`config.mk`:
```
export PLATFORM = sky130hd
export DESIGN_NAME = tsf_ctrl
export DESIGN_NICKNAME = d
export VERILOG_FILES = /design/src/sv/tsf_pkg.sv /design/src/sv/tsf_ctrl.sv
export SDC_FILE = /design/constraint.sdc
export NUM_CORES = 1
export LEC_CHECK = 0
export BUFFER_PORTS_ARGS = -buffer_cell sky130_fd_sc_hd__buf_2
export CAP_MARGIN = 10
export CORE_MARGIN = 1.5
export CORE_UTILIZATION = 40
export CTS_CLUSTER_SIZE = 12
export DETAILED_ROUTE_END_ITERATION = 12
export PLACE_DENSITY = 0.64
export SKIP_CTS_REPAIR_TIMING = 1
export SYNTH_ARGS = -nofsm -noshare
export SYNTH_HDL_FRONTEND = slang
export SYNTH_SLANG_ARGS = --single-unit
```
`constraint.sdc`:
```
create_clock -name i_clk -period 3.2 [get_ports i_clk]
set_input_delay 0 -clock i_clk [delete_from_list [all_inputs] [get_ports i_clk]]
set_output_delay 0 -clock i_clk [all_outputs]
set_load 0.02 [all_outputs]
```
`src/sv/tsf_pkg.sv`:
```
`timescale 1ns / 1ps
`default_nettype none
// ----------------------------------------------------------------------------
// tsf_pkg: shared types, constants and microcode for the sliver filter
// Holds the word formats, the command and status groups between the
// controller and the datapath, and the multiply-accumulate program.
// ----------------------------------------------------------------------------
package tsf_pkg;

    localparam int COORD_W   = 20;
    localparam int VTX_AW    = 10;
    localparam int VTX_DEPTH = 1 << VTX_AW;
    localparam int FILL_W    = VTX_AW + 1;
    localparam int EMIT_W    = 13;
    localparam int MAX_OUT   = 4096;
    localparam int CNT_W     = 12;
    localparam int DIFF_W    = COORD_W + 1;
    localparam int OPND_W    = 29;
    localparam int PROD_W    = 2 * OPND_W;
    localparam int ACC_W     = 102;
    localparam int MAG_W     = 2 * DIFF_W;
    localparam int HALF_W    = DIFF_W;
    localparam int AREA_W    = 88;
    localparam int ESQ_W     = 84;
    localparam int RHS_W     = 100;
    localparam int CHUNK_W   = 28;
    localparam int RATIO_W   = 16;
    localparam int STEP_W    = 5;
    localparam int SHIFT_W   = 6;
    localparam int SEQ_W     = 6;
    localparam int LAST_STEP = 30;

    typedef enum logic [1:0] {
        OP_START  = 2'd0,
        OP_APPEND = 2'd1,
        OP_SUBMIT = 2'd2,
        OP_UNUSED = 2'd3
    } t_op_code;

    typedef enum logic [2:0] {
        ST_ACCEPTED   = 3'd0,
        ST_KEPT       = 3'd1,
        ST_DEGENERATE = 3'd2,
        ST_THIN       = 3'd3,
        ST_BAD_INDEX  = 3'd4,
        ST_CAPACITY   = 3'd5,
        ST_IGNORED    = 3'd6
    } t_status;

    typedef enum logic [1:0] {
        V_NONE = 2'd0,
        V_A    = 2'd1,
        V_B    = 2'd2,
        V_C    = 2'd3
    } t_vsel;

    typedef enum logic [4:0] {
        S_ZERO, S_UX, S_UY, S_UZ, S_VX, S_VY, S_VZ, S_WX, S_WY, S_WZ,
        S_CXH, S_CXL, S_CYH, S_CYL, S_CZH, S_CZL, S_EH, S_EL,
        S_Q0, S_Q1, S_Q2, S_RATIO
    } t_src;

    typedef enum logic [3:0] {
        D_NONE, D_CX, D_CY, D_CZ, D_E0, D_E1, D_E2, D_AREA, D_ESQ, D_RHS
    } t_dst;

    typedef struct packed {
        t_src               a;
        t_src               b;
        logic               neg;
        logic [SHIFT_W-1:0] shift;
        t_dst               dst;
    } t_uop;

    typedef struct packed {
        logic [1:0]              operation;
        logic signed [COORD_W-1:0] pos_x;
        logic signed [COORD_W-1:0] pos_y;
        logic signed [COORD_W-1:0] pos_z;
        logic [VTX_AW-1:0]       index_a;
        logic [VTX_AW-1:0]       index_b;
        logic [VTX_AW-1:0]       index_c;
    } t_in;

    typedef struct packed {
        logic [2:0]              status;
        logic signed [COORD_W-1:0] out_x;
        logic signed [COORD_W-1:0] out_y;
        logic signed [COORD_W-1:0] out_z;
        logic                    run_last;
        logic [CNT_W-1:0]        triangles_seen;
        logic [CNT_W-1:0]        degenerate_count;
        logic [CNT_W-1:0]        thin_count;
        logic [CNT_W-1:0]        kept_count;
    } t_out;

    typedef struct packed {
        logic signed [COORD_W-1:0] x;
        logic signed [COORD_W-1:0] y;
        logic signed [COORD_W-1:0] z;
    } t_vertex;

    typedef struct packed {
        logic              latch_in;
        logic              clear_mesh;
        logic              append;
        logic              inc_seen;
        logic              set_error;
        logic              rd_en;
        t_vsel             rd_sel;
        logic              diff_en;
        logic              mac_en;
        logic [STEP_W-1:0] step;
        logic              inc_degen;
        logic              inc_thin;
        logic              inc_kept;
        logic              load_out;
        t_status           out_status;
        t_vsel             out_vsel;
        logic              out_last;
    } t_cmd;

    typedef struct packed {
        logic [1:0] op;
        logic       err;
        logic       fill_full;
        logic       idx_bad;
        logic       room_ok;
        logic       degen;
        logic       thin;
        logic       out_free;
    } t_stat;

    function automatic logic [CNT_W-1:0] sat_inc(input logic [CNT_W-1:0] v);
        return (v == {CNT_W{1'b1}}) ? v : v + 1'b1;
    endfunction

    function automatic t_uop mk(input t_src a, input t_src b, input logic neg,
                                input logic [SHIFT_W-1:0] shift, input t_dst dst);
        t_uop u;
        u.a     = a;
        u.b     = b;
        u.neg   = neg;
        u.shift = shift;
        u.dst   = dst;
        return u;
    endfunction

    // Multiply-accumulate program. Cross products first, then the edge
    // lengths, the squared area, the squared longest edge and the bound.
    function automatic t_uop uop(input logic [STEP_W-1:0] step);
        t_uop u;
        u = mk(S_ZERO, S_ZERO, 1'b0, 6'd0, D_NONE);
        case (step)
            5'd0:  u = mk(S_UY, S_VZ, 1'b0, 6'd0, D_NONE);
            5'd1:  u = mk(S_UZ, S_VY, 1'b1, 6'd0, D_CX);
            5'd2:  u = mk(S_UZ, S_VX, 1'b0, 6'd0, D_NONE);
            5'd3:  u = mk(S_UX, S_VZ, 1'b1, 6'd0, D_CY);
            5'd4:  u = mk(S_UX, S_VY, 1'b0, 6'd0, D_NONE);
            5'd5:  u = mk(S_UY, S_VX, 1'b1, 6'd0, D_CZ);
            5'd6:  u = mk(S_UX, S_UX, 1'b0, 6'd0, D_NONE);
            5'd7:  u = mk(S_UY, S_UY, 1'b0, 6'd0, D_NONE);
            5'd8:  u = mk(S_UZ, S_UZ, 1'b0, 6'd0, D_E0);
            5'd9:  u = mk(S_WX, S_WX, 1'b0, 6'd0, D_NONE);
            5'd10: u = mk(S_WY, S_WY, 1'b0, 6'd0, D_NONE);
            5'd11: u = mk(S_WZ, S_WZ, 1'b0, 6'd0, D_E1);
            5'd12: u = mk(S_VX, S_VX, 1'b0, 6'd0, D_NONE);
            5'd13: u = mk(S_VY, S_VY, 1'b0, 6'd0, D_NONE);
            5'd14: u = mk(S_VZ, S_VZ, 1'b0, 6'd0, D_E2);
            5'd15: u = mk(S_CXH, S_CXH, 1'b0, 6'd42, D_NONE);
            5'd16: u = mk(S_CXH, S_CXL, 1'b0, 6'd22, D_NONE);
            5'd17: u = mk(S_CXL, S_CXL, 1'b0, 6'd0, D_NONE);
            5'd18: u = mk(S_CYH, S_CYH, 1'b0, 6'd42, D_NONE);
            5'd19: u = mk(S_CYH, S_CYL, 1'b0, 6'd22, D_NONE);
            5'd20: u = mk(S_CYL, S_CYL, 1'b0, 6'd0, D_NONE);
            5'd21: u = mk(S_CZH, S_CZH, 1'b0, 6'd42, D_NONE);
            5'd22: u = mk(S_CZH, S_CZL, 1'b0, 6'd22, D_NONE);
            5'd23: u = mk(S_CZL, S_CZL, 1'b0, 6'd0, D_AREA);
            5'd24: u = mk(S_EH, S_EH, 1'b0, 6'd42, D_NONE);
            5'd25: u = mk(S_EH, S_EL, 1'b0, 6'd22, D_NONE);
            5'd26: u = mk(S_EL, S_EL, 1'b0, 6'd0, D_ESQ);
            5'd28: u = mk(S_Q0, S_RATIO, 1'b0, 6'd0, D_NONE);
            5'd29: u = mk(S_Q1, S_RATIO, 1'b0, 6'd28, D_NONE);
            5'd30: u = mk(S_Q2, S_RATIO, 1'b0, 6'd56, D_RHS);
            default: u = mk(S_ZERO, S_ZERO, 1'b0, 6'd0, D_NONE);
        endcase
        return u;
    endfunction

endpackage
`default_nettype wire

```
`src/sv/tsf_ctrl.sv`:
```
`timescale 1ns / 1ps
`default_nettype none
// ----------------------------------------------------------------------------
// tsf_ctrl: sequencing state machine
// Decodes each word, steps the multiply-accumulate program and issues results.
// ----------------------------------------------------------------------------
module tsf_ctrl (
    input  wire logic           i_clk,
    input  wire logic           i_rst_n,
    input  wire logic           i_in_valid,
    output logic                o_in_ready,
    input  wire tsf_pkg::t_stat i_stat,
    output tsf_pkg::t_cmd       o_cmd
);

    typedef enum logic [5:0] {
        S_IDLE   = 6'b000001,
        S_DISP   = 6'b000010,
        S_READ   = 6'b000100,
        S_CALC   = 6'b001000,
        S_DECIDE = 6'b010000,
        S_EMIT   = 6'b100000
    } t_state;

    t_state                    r_state, n_state;
    logic [tsf_pkg::SEQ_W-1:0] r_cnt, n_cnt;

    always_comb begin
        n_state = r_state;
        n_cnt   = r_cnt;
        o_cmd   = '0;
        o_cmd.step = r_cnt[tsf_pkg::STEP_W-1:0];
        o_in_ready = (r_state == S_IDLE);
        case (r_state)
            S_IDLE: begin
                if (i_in_valid) begin
                    o_cmd.latch_in = 1'b1;
                    n_state = S_DISP;
                end
            end
            S_DISP: begin
                o_cmd.out_last = 1'b1;
                if (i_stat.op == tsf_pkg::OP_UNUSED) begin
                    n_state = S_IDLE;
                end else if (i_stat.op == tsf_pkg::OP_START) begin
                    if (i_stat.out_free) begin
                        o_cmd.clear_mesh = 1'b1;
                        o_cmd.load_out   = 1'b1;
                        o_cmd.out_status = tsf_pkg::ST_ACCEPTED;
                        n_state = S_IDLE;
                    end
                end else if (i_stat.err) begin
                    if (i_stat.out_free) begin
                        o_cmd.load_out   = 1'b1;
                        o_cmd.out_status = tsf_pkg::ST_IGNORED;
                        n_state = S_IDLE;
                    end
                end else if (i_stat.op == tsf_pkg::OP_APPEND) begin
                    if (i_stat.out_free) begin
                        o_cmd.load_out = 1'b1;
                        if (i_stat.fill_full) begin
                            o_cmd.set_error  = 1'b1;
                            o_cmd.out_status = tsf_pkg::ST_CAPACITY;
                        end else begin
                            o_cmd.append     = 1'b1;
                            o_cmd.out_status = tsf_pkg::ST_ACCEPTED;
                        end
                        n_state = S_IDLE;
                    end
                end else if (i_stat.idx_bad) begin
                    if (i_stat.out_free) begin
                        o_cmd.inc_seen   = 1'b1;
                        o_cmd.set_error  = 1'b1;
                        o_cmd.load_out   = 1'b1;
                        o_cmd.out_status = tsf_pkg::ST_BAD_INDEX;
                        n_state = S_IDLE;
                    end
                end else begin
                    o_cmd.inc_seen = 1'b1;
                    o_cmd.rd_en    = 1'b1;
                    o_cmd.rd_sel   = tsf_pkg::V_A;
                    n_cnt   = '0;
                    n_state = S_READ;
                end
            end
            S_READ: begin
                n_cnt = r_cnt + 1'b1;
                case (r_cnt[1:0])
                    2'd0: begin
                        o_cmd.rd_en  = 1'b1;
                        o_cmd.rd_sel = tsf_pkg::V_B;
                    end
                    2'd1: begin
                        o_cmd.rd_en  = 1'b1;
                        o_cmd.rd_sel = tsf_pkg::V_C;
                    end
                    2'd3: begin
                        o_cmd.diff_en = 1'b1;
                        n_cnt   = '0;
                        n_state = S_CALC;
                    end
                    default: ;
                endcase
            end
            S_CALC: begin
                o_cmd.mac_en = (r_cnt <= tsf_pkg::SEQ_W'(tsf_pkg::LAST_STEP));
                n_cnt = r_cnt + 1'b1;
                if (r_cnt == tsf_pkg::SEQ_W'(tsf_pkg::LAST_STEP + 1)) begin
                    n_state = S_DECIDE;
                end
            end
            S_DECIDE: begin
                if (i_stat.out_free) begin
                    o_cmd.load_out = 1'b1;
                    o_cmd.out_last = 1'b1;
                    n_state = S_IDLE;
                    if (i_stat.degen) begin
                        o_cmd.inc_degen  = 1'b1;
                        o_cmd.out_status = tsf_pkg::ST_DEGENERATE;
                    end else if (i_stat.thin) begin
                        o_cmd.inc_thin   = 1'b1;
                        o_cmd.out_status = tsf_pkg::ST_THIN;
                    end else if (!i_stat.room_ok) begin
                        o_cmd.set_error  = 1'b1;
                        o_cmd.out_status = tsf_pkg::ST_CAPACITY;
                    end else begin
                        o_cmd.inc_kept   = 1'b1;
                        o_cmd.out_status = tsf_pkg::ST_KEPT;
                        o_cmd.out_vsel   = tsf_pkg::V_A;
                        o_cmd.out_last   = 1'b0;
                        n_cnt   = '0;
                        n_state = S_EMIT;
                    end
                end
            end
            S_EMIT: begin
                if (i_stat.out_free) begin
                    o_cmd.load_out   = 1'b1;
                    o_cmd.out_status = tsf_pkg::ST_KEPT;
                    if (r_cnt[0]) begin
                        o_cmd.out_vsel = tsf_pkg::V_C;
                        o_cmd.out_last = 1'b1;
                        n_state = S_IDLE;
                    end else begin
                        o_cmd.out_vsel = tsf_pkg::V_B;
                    end
                    n_cnt = r_cnt + 1'b1;
                end
            end
            default: begin
                n_state = S_IDLE;
            end
        endcase
    end

    always_ff @(posedge i_clk) begin
        if (!i_rst_n) begin
            r_state <= S_IDLE;
            r_cnt   <= '0;
        end else begin
            r_state <= n_state;
            r_cnt   <= n_cnt;
        end
    end

endmodule
`default_nettype wire

```
# After elaboration in Yosys (flattened, before gate mapping)
# Index checks and enable logic that the tools add are counted.
# op_classes
n_addsub	1
mul	0
div_mod_pow	0
magnitude_cmp	1
eq_ne	25
shift	0
muxes	87
n_bitwise	0
reduce_logical	5
# ops
op	count
$mux 6	28
$mux 4	9
$pmux 6 s6	1
$pmux 6 s5	1
$mux 1	26
$ne 2x2->1 const B	13
$mux 3	8
$mux 7	2
$eq 6x5->1 const B	2
$pmux 3 s2	2
$pmux 4 s3	1
$reduce_and 11->1	1
$mux 10	1
$mux 2	5
$add 6x1->6 const B	1
$eq 6x1->1 const B	1
$eq 6x2->1 const B	1
$eq 6x3->1 const B	1
$eq 6x4->1 const B	1
$eq 6x6->1 const B	1
$le 6x5->1 const B	1
$reduce_and 6->1	1
$reduce_bool 5->1	1
$eq 2x1->1 const B	2
other kinds (6)	8
# word_totals
regBits	12
latchBits	0
mem_bits_rw	0
mem_bits_ro	0
input_bits	12
output_inout_bits	26
wordCells	121
n_memories	0

# Longest topological paths before layout
# Gate-level depths: netlist of run 1.
# logic_depth
word_depth	7
depth_mapped	7
mapped_depth_nobuf	6

# Worst setup path before layout of run 1
# No wires, ideal clock.
# synth_path
path_type	register to output
start	reg r_state[3]
end	out o_cmd[5] in the netlist's numbering
arrival_ns	2.105
required_time_ns	3.200
setup_slack_ns	1.095
path_stages_with_launch	8
path_buffers	2
cell_sequence	dfxtp_1 buf_6 or4_4 or3_1 buf_6 nor3_2 a22o_1 nand2b_1
# synth_rtl
item	line	text
start, declared	tsf_ctrl.sv:25	t_state r_state, n_state;
start signal, assigned	tsf_ctrl.sv:161	r_state <= n_state;
end, declared	tsf_ctrl.sv:13	output tsf_pkg::t_cmd o_cmd

==> impl_metrics.py, run 1 <==
metrics = {
    "clock_network": {
        "insertion_delay_ns": 0.28,
        "numCtsBuffers": 3,
        "htree_levels": 1,
        "clock_path_buffers": 2,
        "cts_tree": "yes",
        "clock-root-buffer": "clkbuf_4",
        "path_clk_slew_ns": 0.08,
        "cts.sinks": 12,
    },
    "drt": {
        "ant_nets": 0,
        "vias_per_cell": 6.19,
        "drtIter0Drc": 98,
        "drt-total-wl_um": 3510,
        "via_count": 1405,
        "drc": 6,
        "post_drt_wl_per_cell_um": 15.4,
        "drt_first_pass_iters": 9,
    },
    "timing": {
        "finalSetupViolations": 0,
        "hold_viol": 0,
        "slew_violations": 0,
        "max_freq_mhz": 420,
        "max_slew_margin": 0.547,
        "rsz0062_at_grt": "false",
        "tightest_slew_ns": 0.674,
        "fin_setup_tns_ns": 0,
        "worst_slack_ns": 0.818,
        "fin_worst_skew_ns": 0.00373,
        "fin_crit_ns": 2.38,
        "fin_crit_sh": 0.744,
    },
    "hold_path": {
        "worstHoldStart": "i_in_valid",
        "min_path_type": "primary input to register",
    },
    "power_and_ir_drop": {
        "p_int_w": 0.000266,
        "p_switching_w": 0.000135,
        "swShare": 0.337,
        "cellPowerDensity_mw_per_mm2": 284,
        "p_leak_nw": 0.624,
        "clkPwrFrac": 0.308,
        "pwr-share-seq": 0.423,
        "ir_drop_mv": 0.173,
        "finalPower_w": 0.000402,
        "comb_power_share": 0.269,
    },
    "layout": {
        "drive_gt1_frac": 0.260,
        "fillers": 287,
        "finish.utilization": 0.499,
        "final_cell_count_no_fill": 227,
        "syn_to_final_growth_pct": 15.7,
        "layout.nets": 214,
        "n_antenna_cell": 0,
    },
    "critical_path": {
        "crit_path_end_kind": "primary output",
        "start_kind": "register",
        "critical_path_required_ns": 3.20,
        "critical_path_class": "register to primary output",
        "r2r-start": "r_state[0]$_SDFFE_PN1P_",
        "critical_path_arrival_ns": 2.38,
        "startpoint": "r_state[2]$_SDFFE_PN0P_",
        "cp_max_fo": 12,
    },
    "global_routing": {
        "gr-usage-met2": 0.326,
        "grt_max_degree": 14,
        "grt-busiest-layer": "met2",
        "grt_use_met3": 0.0424,
        "grt_pass1_vias": 1176,
        "antenna_found_initial": 0,
        "use_met1": 0.275,
        "grt_pass1_wl_um": 5460,
        "grtUsageTotal": 0.211,
        "grt_overflow": 0,
    },
    "logic_synthesis": {
        "synth_ff_type": "dfxtp_1",
        "yosysUniqueCellTypes": 47,
        "ys_seq_area_frac": 0.197,
        "synth_seq_cells": 12,
        "synth_fp_nets": 183,
        "ys_async_sr_fraction": 0,
        "synth_area_per_cell_um2": 7.36,
        "synth_warnings": 0,
        "synth_edf_count": 0,
        "synth_cells": 166,
        "synthesis.area_mm2": 0.00122,
    },
    "placed_design": {
        "place_worst_setup_slack_ns": 1.12,
        "dp.cells": 222,
        "portBuffers": 37,
        "post-dp-hpwl_um": 2720,
        "gp_congestion": 0.855,
    },
    "die": {
        "io_pins": 38,
        "die_h_um": 58.3,
        "fp.dieW_um": 58.3,
        "die-area_mm2": 0.00339,
        "rows": 19,
        "core_mm2": 0.00283,
        "initial_core_util": 0.432,
    },
    "job": {
        "drv_cap": 0,
    },
    "status": {
        "status": "complete, but fails checks",
        "violations": "design-rule violations",
    },
}
-- cell type report --
cell class | count | area, µm² | share of cell area
Multi-Input combinational cell | 135 | 876 | 0.620
Sequential cell | 12 | 240 | 0.170
Timing Repair Buffer | 38 | 195 | 0.138
Tap cell | 31 | 38.8 | 0.0275
Clock buffer | 4 | 36.3 | 0.0257
Inverter | 7 | 26.3 | 0.0186
-- metal layers --
| layer | vias up | part of all wire |
|---|---|---|
| li1 | 680 | - |
| met1 | 632 | 0.44 |
| met2 | 81 | 0.45 |
| met3 | 12 | 0.082 |
| met4 | 0 | 0.026 |
| met5 | - | 0 |
-- cells in the mapped netlist, types with 2 or more instances --
cell type / instances / share of area
buf_4: 5 / 0.031
or4b_1: 2 / 0.016
a2111oi_2: 2 / 0.025
or3_1: 6 / 0.031
and2_1: 2 / 0.010
nor2_1: 20 / 0.061
nand2b_1: 2 / 0.010
xor2_1: 2 / 0.014
nand3_1: 3 / 0.012
a21oi_1: 11 / 0.045
buf_6: 2 / 0.018
nor4_1: 4 / 0.020
a22o_1: 3 / 0.022
inv_1: 7 / 0.022
o21a_1: 2 / 0.012
clkbuf_1: 5 / 0.015
a41o_1: 2 / 0.016
o211ai_1: 4 / 0.025
nand3b_1: 2 / 0.012
a31oi_1: 6 / 0.031
dfxtp_1: 12 / 0.20
nor3_1: 7 / 0.029
a21o_1: 3 / 0.018
nor3b_1: 2 / 0.012
o21ai_0: 11 / 0.045
or3b_2: 2 / 0.014
nor2b_1: 5 / 0.026
nand2_1: 8 / 0.025
ha_1: 5 / 0.051
xnor2_1: 2 / 0.014
-- power groups by stage --
| stage | logic, W | clock network (W) | registers (W) |
|---|---|---|---|
| final | 0.000108 | 0.000124 | 0.000170 |
| after global routing | 0.000119 | 0.000140 | 0.000171 |
| after CTS | 0.000107 | 0.000128 | 0.000170 |
| after detailed placement | 0.000106 | 0 | 0.000173 |
| after global placement | 0.000106 | 0 | 0.000172 |
| after floorplan | 0.0000859 | 0 | 0.000161 |
-- through the flow --
step                hold slack [ns]  cell area (µm²)
CTS                         0.00830             1400
floorplan                    0.0455             1220
global route                 0.0760             1410
detailed placement            0.292             1370
global placement              0.281             1370
finish                       0.0844             1410
-- cells by family (layout without fill, tap and decap cells) --
group	after synthesis	in the layout	share of synthesized area
DFF	12	12	0.197
adders and majority gates	5	5	0.0512
buffers and inverters	19	49	0.0861
AOI/OAI and AO/OA	54	54	0.311
xor gates and xnor gates	4	4	0.0287
and+or+nand+nor	72	72	0.326
-- worst max-delay path, stage by stage, from the launching register on --
cell and delay, ns:
dfxtp_1 0.43, or4_4 0.55, or3_1 0.47, or3_1 0.41
o21ai_1 0.08, buf_2 0.17
-- cell usage in the layout (no fill, tap or decap), drive strengths merged, types with 3 or more instances in the layout --
master	count
inv	7
nor2b	5
a21o	3
nand3	3
o21ai	12
nor4	4
dfxtp	12
a22o	3
a21oi	11
nand2	8
o211ai	4
nor3	8
nor2	21
clkbuf	4
or3	6
a31oi	6
ha	5
buf	37
-- final timing paths --
kind | end | slack [ns] | depth (start not counted)
setup / recovery | o_cmd[4] | 0.82 | 5
hold / removal | r_state[0]$_SDFFE_PN1P_ | 0.08 | 3
setup reg to reg | r_state[0]$_SDFFE_PN1P_ | 1.09 | 5
hold reg to reg | r_cnt[1]$_SDFFE_PN0P_ | 0.58 | 2
-- flip-flops by register name (all words and copies together) (netlist names) --
signal and cells:
r_state 6, r_cnt 6
(Power assumes the default switching activity.)
==> run 2, diff against run 1 <==
- PLACE_DENSITY: 0.64 -> 0.66
- clock period: 3.2 -> 1.98 ns (I/O delays scaled with it)
==> run 2 against run 1 <==
  * The run ends with design-rule violations, negative setup slack left
  * Cell count up 9.7%
  * Non-clock buffer count up 22
  * Sequential share of layout area down 3.8 points
  * Critical path type unchanged
==> impl_metrics.py, run 2 (synthesized netlist as in run 1, its figures left out) <==
metrics = {
    "clock_network": {
        "clock-root-buffer": "clkbuf_4",
        "insertion_delay_ns": 0.28,
        "cts.sinks": 12,
        "htree_levels": 1,
        "numCtsBuffers": 3,
        "path_clk_slew_ns": 0.08,
        "cts_tree": "yes",
        "clock_path_buffers": 2,
    },
    "placed_design": {
        "portBuffers": 37,
        "gp_congestion": 0.863,
        "post-dp-hpwl_um": 2870,
        "dp.cells": 240,
    },
    "timing": {
        "finalSetupViolations": 16,
        "tightest_slew_ns": 0.444,
        "max_slew_margin": 0.701,
        "fin_crit_ns": 2.20,
        "worst_slack_ns": -0.223,
        "slew_violations": 0,
        "fin_crit_sh": 1.11,
        "rsz0062_at_grt": "true",
        "max_freq_mhz": 454,
        "fin_worst_skew_ns": 0.00176,
        "hold_viol": 0,
    },
    "drt": {
        "drtIter0Drc": 118,
        "dr_wl_met2_um": 2110,
        "drt-total-wl_um": 4290,
        "top_layer_used": "met4",
        "post_drt_wl_per_cell_um": 17.2,
        "ant_nets": 0,
        "via_count": 1541,
        "drc": 6,
        "vias_per_cell": 6.19,
        "wl_met3_um": 273,
        "drt-met1-wl_um": 1780,
        "drt_first_pass_iters": 9,
    },
    "die": {
        "die-area_mm2": 0.00339,
        "fp.dieW_um": 58.3,
        "initial_core_util": 0.432,
        "die_h_um": 58.3,
        "core_mm2": 0.00283,
        "io_pins": 38,
        "rows": 19,
    },
    "critical_path": {
        "cp_slowest_cell": "or4_4",
        "critical_path_class": "register to primary output",
        "crit_chain": "or4_4 -> or3_4 -> nor3_4 -> a22o_1 -> nand2b_4 -> buf_6",
        "cp_max_fo": 7,
        "critical_path_required_ns": 1.98,
        "crit_path_end_kind": "primary output",
        "start_kind": "register",
        "slowest_delay_ns": 0.54,
        "critical_path_arrival_ns": 2.20,
    },
    "power_and_ir_drop": {
        "clkPwrFrac": 0.267,
        "p_int_w": 0.000484,
        "pwr-share-seq": 0.352,
        "cellPowerDensity_mw_per_mm2": 410,
        "p_leak_nw": 0.770,
        "finalPower_w": 0.000748,
        "swShare": 0.353,
        "p_switching_w": 0.000264,
        "ir_drop_mv": 0.270,
        "comb_power_share": 0.381,
    },
    "hold_path": {
        "min_path_type": "primary input to register",
    },
    "layout": {
        "syn_to_final_growth_pct": 49.6,
        "n_antenna_cell": 0,
        "final_cell_mix": "29 x buf_2, 27 x buf_4, 18 x nor2_1, 11 x dfxtp_1, 10 x o21ai_0",
        "final_cell_count_no_fill": 249,
        "layout.nets": 236,
        "drive_gt1_frac": 0.468,
        "final_common_cell": "buf_2",
        "largestRegisters": "r_cnt: 6 flops, r_state: 6 flops",
    },
    "global_routing": {
        "grt_max_degree": 13,
        "grt_pass1_wl_um": 6010,
        "grt_pass1_vias": 1367,
        "grt_overflow": 0,
        "grtUsageTotal": 0.228,
        "antenna_found_initial": 0,
    },
    "job": {
        "drv_cap": 0,
    },
    "status": {
        "violations": "design-rule violations, negative setup slack",
        "status": "complete, but fails checks",
    },
}
## run 2: cell count changes in the layout (fill, tap and decap cells not counted), moves of 3 or more
cell | previous run | this run
a21oi_1 | 11 | 6
buf_6 | 0 | 4
or3_4 | 0 | 4
a21oi_2 | 0 | 5
nor4_1 | 4 | 1
buf_4 | 0 | 27
or3_1 | 6 | 2
buf_2 | 37 | 29
## run 2: metal layers
layer | up-vias | track usage
met4 | 0 | 0.0731
met2 | 87 | 0.391
li1 | 721 | -
met3 | 17 | 0.0402
met1 | 716 | 0.288
met5 | - | 0
## run 2: power by group through the flow
stage | sequential, W | combinational [W] | clock, W
floorplan | 0.000261 | 0.000140 | 0
finish | 0.000263 | 0.000285 | 0.000200
global route | 0.000265 | 0.000302 | 0.000208
detailed placement | 0.000267 | 0.000216 | 0
global placement | 0.000267 | 0.000212 | 0
CTS | 0.000261 | 0.000219 | 0.000199
## run 2: layout make-up
type	count	area, µm²
Clock buffer	4	36.3
Multi-Input combinational cell	135	1090
Sequential cell	12	241
Tap cell	31	38.8
Inverter	7	26.3
Timing Repair Buffer	60	393
Fill cell	235	1000
## run 2: metrics by stage
step	util	cell area [µm²]	setup TNS [ns]	hold WS, ns	setup WS (ns)
2_1_floorplan	-	1230	-0.193	0.0455	-0.0781
4_1_cts	0.548	1550	-2.48	-0.00395	-0.348
6_report	0.646	1830	-1.46	0.00176	-0.223
3_3_place_gp	0.535	1510	-0.0387	0.280	-0.0284
5_1_grt	0.646	1830	-2.45	0.00162	-0.271
3_5_place_dp	0.535	1510	-0.0995	0.287	-0.0337
## run 2: worst max-delay path, delay by kind of cell (launching register included)
kind	cells	cell delay [ns]
flops	1	0.33
compound gates	1	0.22
buf+inv	1	0.11
simple gates	4	1.28
## run 2: path summary, 6_finish.rpt
| kind | from | to | slack [ns] | cells past startpoint |
|---|---|---|---|---|
| setup / recovery | r_state[3]$_SDFFE_PN0P_ | o_cmd[5] | -0.22 | 6 |
| hold / removal | i_rst_n | r_state[0]$_SDFFE_PN1P_ | 0.002 | 2 |
| hold reg to reg | r_cnt[1]$_SDFFE_PN0P_ | r_cnt[1]$_SDFFE_PN0P_ | 0.56 | 2 |
| setup reg to reg | r_state[3]$_SDFFE_PN0P_ | r_cnt[5]$_SDFFE_PN0P_ | -0.04 | 6 |
==> run 3, diff against run 2 <==
- CELL_PAD_IN_SITES_DETAIL_PLACEMENT: unset -> 0
- CELL_PAD_IN_SITES_GLOBAL_PLACEMENT: unset -> 1
- CORE_UTILIZATION: 40 -> 32
- GPL_TIMING_DRIVEN: unset -> 0
- PLACE_DENSITY: 0.66 -> 0.74
==> run 3 against run 2 <==
  * The run ends with negative setup slack left
  * Global-route usage fell by 4.9 points
  * Die area rose by 24%
  * Clock-buffer cell count fell by 1
  * Clock power rose by 10%
  * Critical path depth rose by 2
==> impl_metrics.py, run 3 (synthesized netlist as in run 1, its figures left out) <==
metrics = {
    "drt": {
        "ant_nets": 0,
        "vias_per_cell": 5.53,
        "post_drt_wl_per_cell_um": 14.3,
        "via_count": 1448,
        "drt-total-wl_um": 3740,
        "drtIter0Drc": 56,
        "drt_first_pass_iters": 4,
        "drc": 0,
    },
    "power_and_ir_drop": {
        "cellPowerDensity_mw_per_mm2": 414,
        "clkPwrFrac": 0.302,
        "p_leak_nw": 0.737,
        "p_switching_w": 0.000244,
        "swShare": 0.336,
        "ir_drop_mv": 0.264,
        "p_int_w": 0.000482,
        "comb_power_share": 0.340,
        "pwr-share-seq": 0.358,
    },
    "clock_network": {
        "path_clk_slew_ns": 0.05,
        "numCtsBuffers": 3,
        "clock_path_buffers": 2,
        "cts_tree": "yes",
        "htree_levels": 1,
        "insertion_delay_ns": 0.24,
        "clock-root-buffer": "clkbuf_8",
        "cts.sinks": 12,
    },
    "timing": {
        "max_slew_margin": 0.680,
        "finalSetupViolations": 19,
        "fin_worst_skew_ns": 0.00264,
        "hold_viol": 0,
        "fin_crit_sh": 1.17,
        "worst_slack_ns": -0.344,
        "tightest_slew_ns": 0.480,
        "max_freq_mhz": 430,
        "rsz0062_at_grt": "true",
        "slew_violations": 0,
        "fin_crit_ns": 2.32,
    },
    "global_routing": {
        "antenna_found_initial": 0,
        "grt_pass1_wl_um": 5980,
        "grtUsageTotal": 0.178,
        "grt_max_degree": 11,
        "grt_overflow": 0,
        "grt_pass1_vias": 1338,
    },
    "layout": {
        "drive_gt1_frac": 0.402,
        "n_antenna_cell": 0,
        "syn_to_final_growth_pct": 43.7,
        "finish.utilization": 0.479,
        "layout.nets": 233,
        "final_common_cell": "buf_2",
        "final_cell_mix": "28 x buf_2, 18 x nor2_1, 17 x buf_4, 11 x dfxtp_1, 10 x o21ai_0",
        "largestRegisters": "r_cnt: 6 flops, r_state: 6 flops",
    },
    "critical_path": {
        "critical_path_arrival_ns": 2.32,
        "crit_path_frequent_cell": "buf_6",
        "rr_worst_depth": 8,
        "slowest_delay_ns": 0.53,
        "crit_chain": "buf_6 -> or4_4 -> or3_1 -> buf_6 -> nor3_4 -> a22o_1 -> nand2b_4 -> buf_6",
        "critical_path_required_ns": 1.98,
        "critical_path_class": "register to primary output",
        "crit_path_end_kind": "primary output",
        "cp_max_fo": 7,
        "critical_path_buf_inv_count": 3,
        "start_kind": "register",
        "cp_top_family": "simple AND/OR/NAND/NOR gates",
        "cp_slowest_cell": "or4_4",
        "crit_cells": 8,
    },
    "job": {
        "drv_cap": 0,
    },
    "status": {
        "violations": "negative setup slack",
        "status": "complete, but fails checks",
    },
    "die": {
        "io_pins": 38,
        "initial_core_util": 0.334,
        "die-area_mm2": 0.00420,
        "die_h_um": 64.8,
        "fp.dieW_um": 64.8,
        "core_mm2": 0.00366,
        "rows": 22,
    },
    "placed_design": {
        "portBuffers": 37,
        "place_worst_setup_slack_ns": -0.145,
        "post-dp-hpwl_um": 2890,
        "gp_congestion": 0.851,
    },
    "hold_path": {
        "min_path_type": "primary input to register",
        "hold_depth": 2,
    },
}
run 3: changes by cell type in the layout (fill, tap and decap cells not counted), sizes merged:
cell,previous run,this run
buf,60,52
clkbuf,4,8
run 3: path summary, 6_finish.rpt:
| kind | from | to | slack, ns |
|---|---|---|---|
| hold reg to reg | r_cnt[1]$_SDFFE_PN0P_ | r_cnt[1]$_SDFFE_PN0P_ | 0.56 |
| hold / removal | i_rst_n | r_state[0]$_SDFFE_PN1P_ | 0.04 |
| setup / recovery | r_state[3]$_SDFFE_PN0P_ | o_cmd[5] | -0.34 |
| setup reg to reg | r_state[3]$_SDFFE_PN0P_ | r_cnt[4]$_SDFFE_PN0P_ | -0.21 |
run 3: metal layers:
metal	global-route usage	wire length, µm	vias to the layer above
met2	0.289	1750	44
met4	0.0532	34	0
li1	-	-	717
met1	0.237	1680	682
met5	0	0	-
met3	0.0382	278	5
run 3: power groups by stage:
| stage | clock network (W) | registers [W] | logic, W |
|---|---|---|---|
| 6_report | 0.000220 | 0.000260 | 0.000247 |
| 3_3_place_gp | 0 | 0.000263 | 0.000198 |
| 5_1_grt | 0.000238 | 0.000262 | 0.000269 |
| 3_5_place_dp | 0 | 0.000263 | 0.000200 |
| 2_1_floorplan | 0 | 0.000261 | 0.000140 |
| 4_1_cts | 0.000225 | 0.000258 | 0.000202 |
run 3: stage by stage:
stage	total power [W]	instances	hold WS, ns	cell area [µm²]	setup TNS (ns)
after floorplan	0.000400	166	0.0455	1230	-0.193
after global placement	0.000461	251	0.281	1480	-1.18
after detailed placement	0.000464	251	0.284	1480	-1.17
after CTS	0.000684	254	0.0401	1520	-3.97
after global routing	0.000768	262	0.0479	1760	-5.14
final	0.000727	262	0.0372	1760	-3.52
run 3: area by class of cell:
type | count | area (µm²)
repair buffers | 45 | 287
clock buffers | 3 | 41.3
flip-flops and latches | 12 | 241
inverters | 7 | 26.3
well taps | 48 | 60.1
fillers | 364 | 1910
multi-input cells | 135 | 1020
plain buffers | 12 | 82.6
run 3: worst reg2reg max path: cells and delay by family, from the launching register on:
| kind | cells | cell delay [ns] |
|---|---|---|
| compound gates | 3 | 0.45 |
| buf+inv | 3 | 0.41 |
| flops | 1 | 0.31 |
| simple gates | 2 | 0.91 |
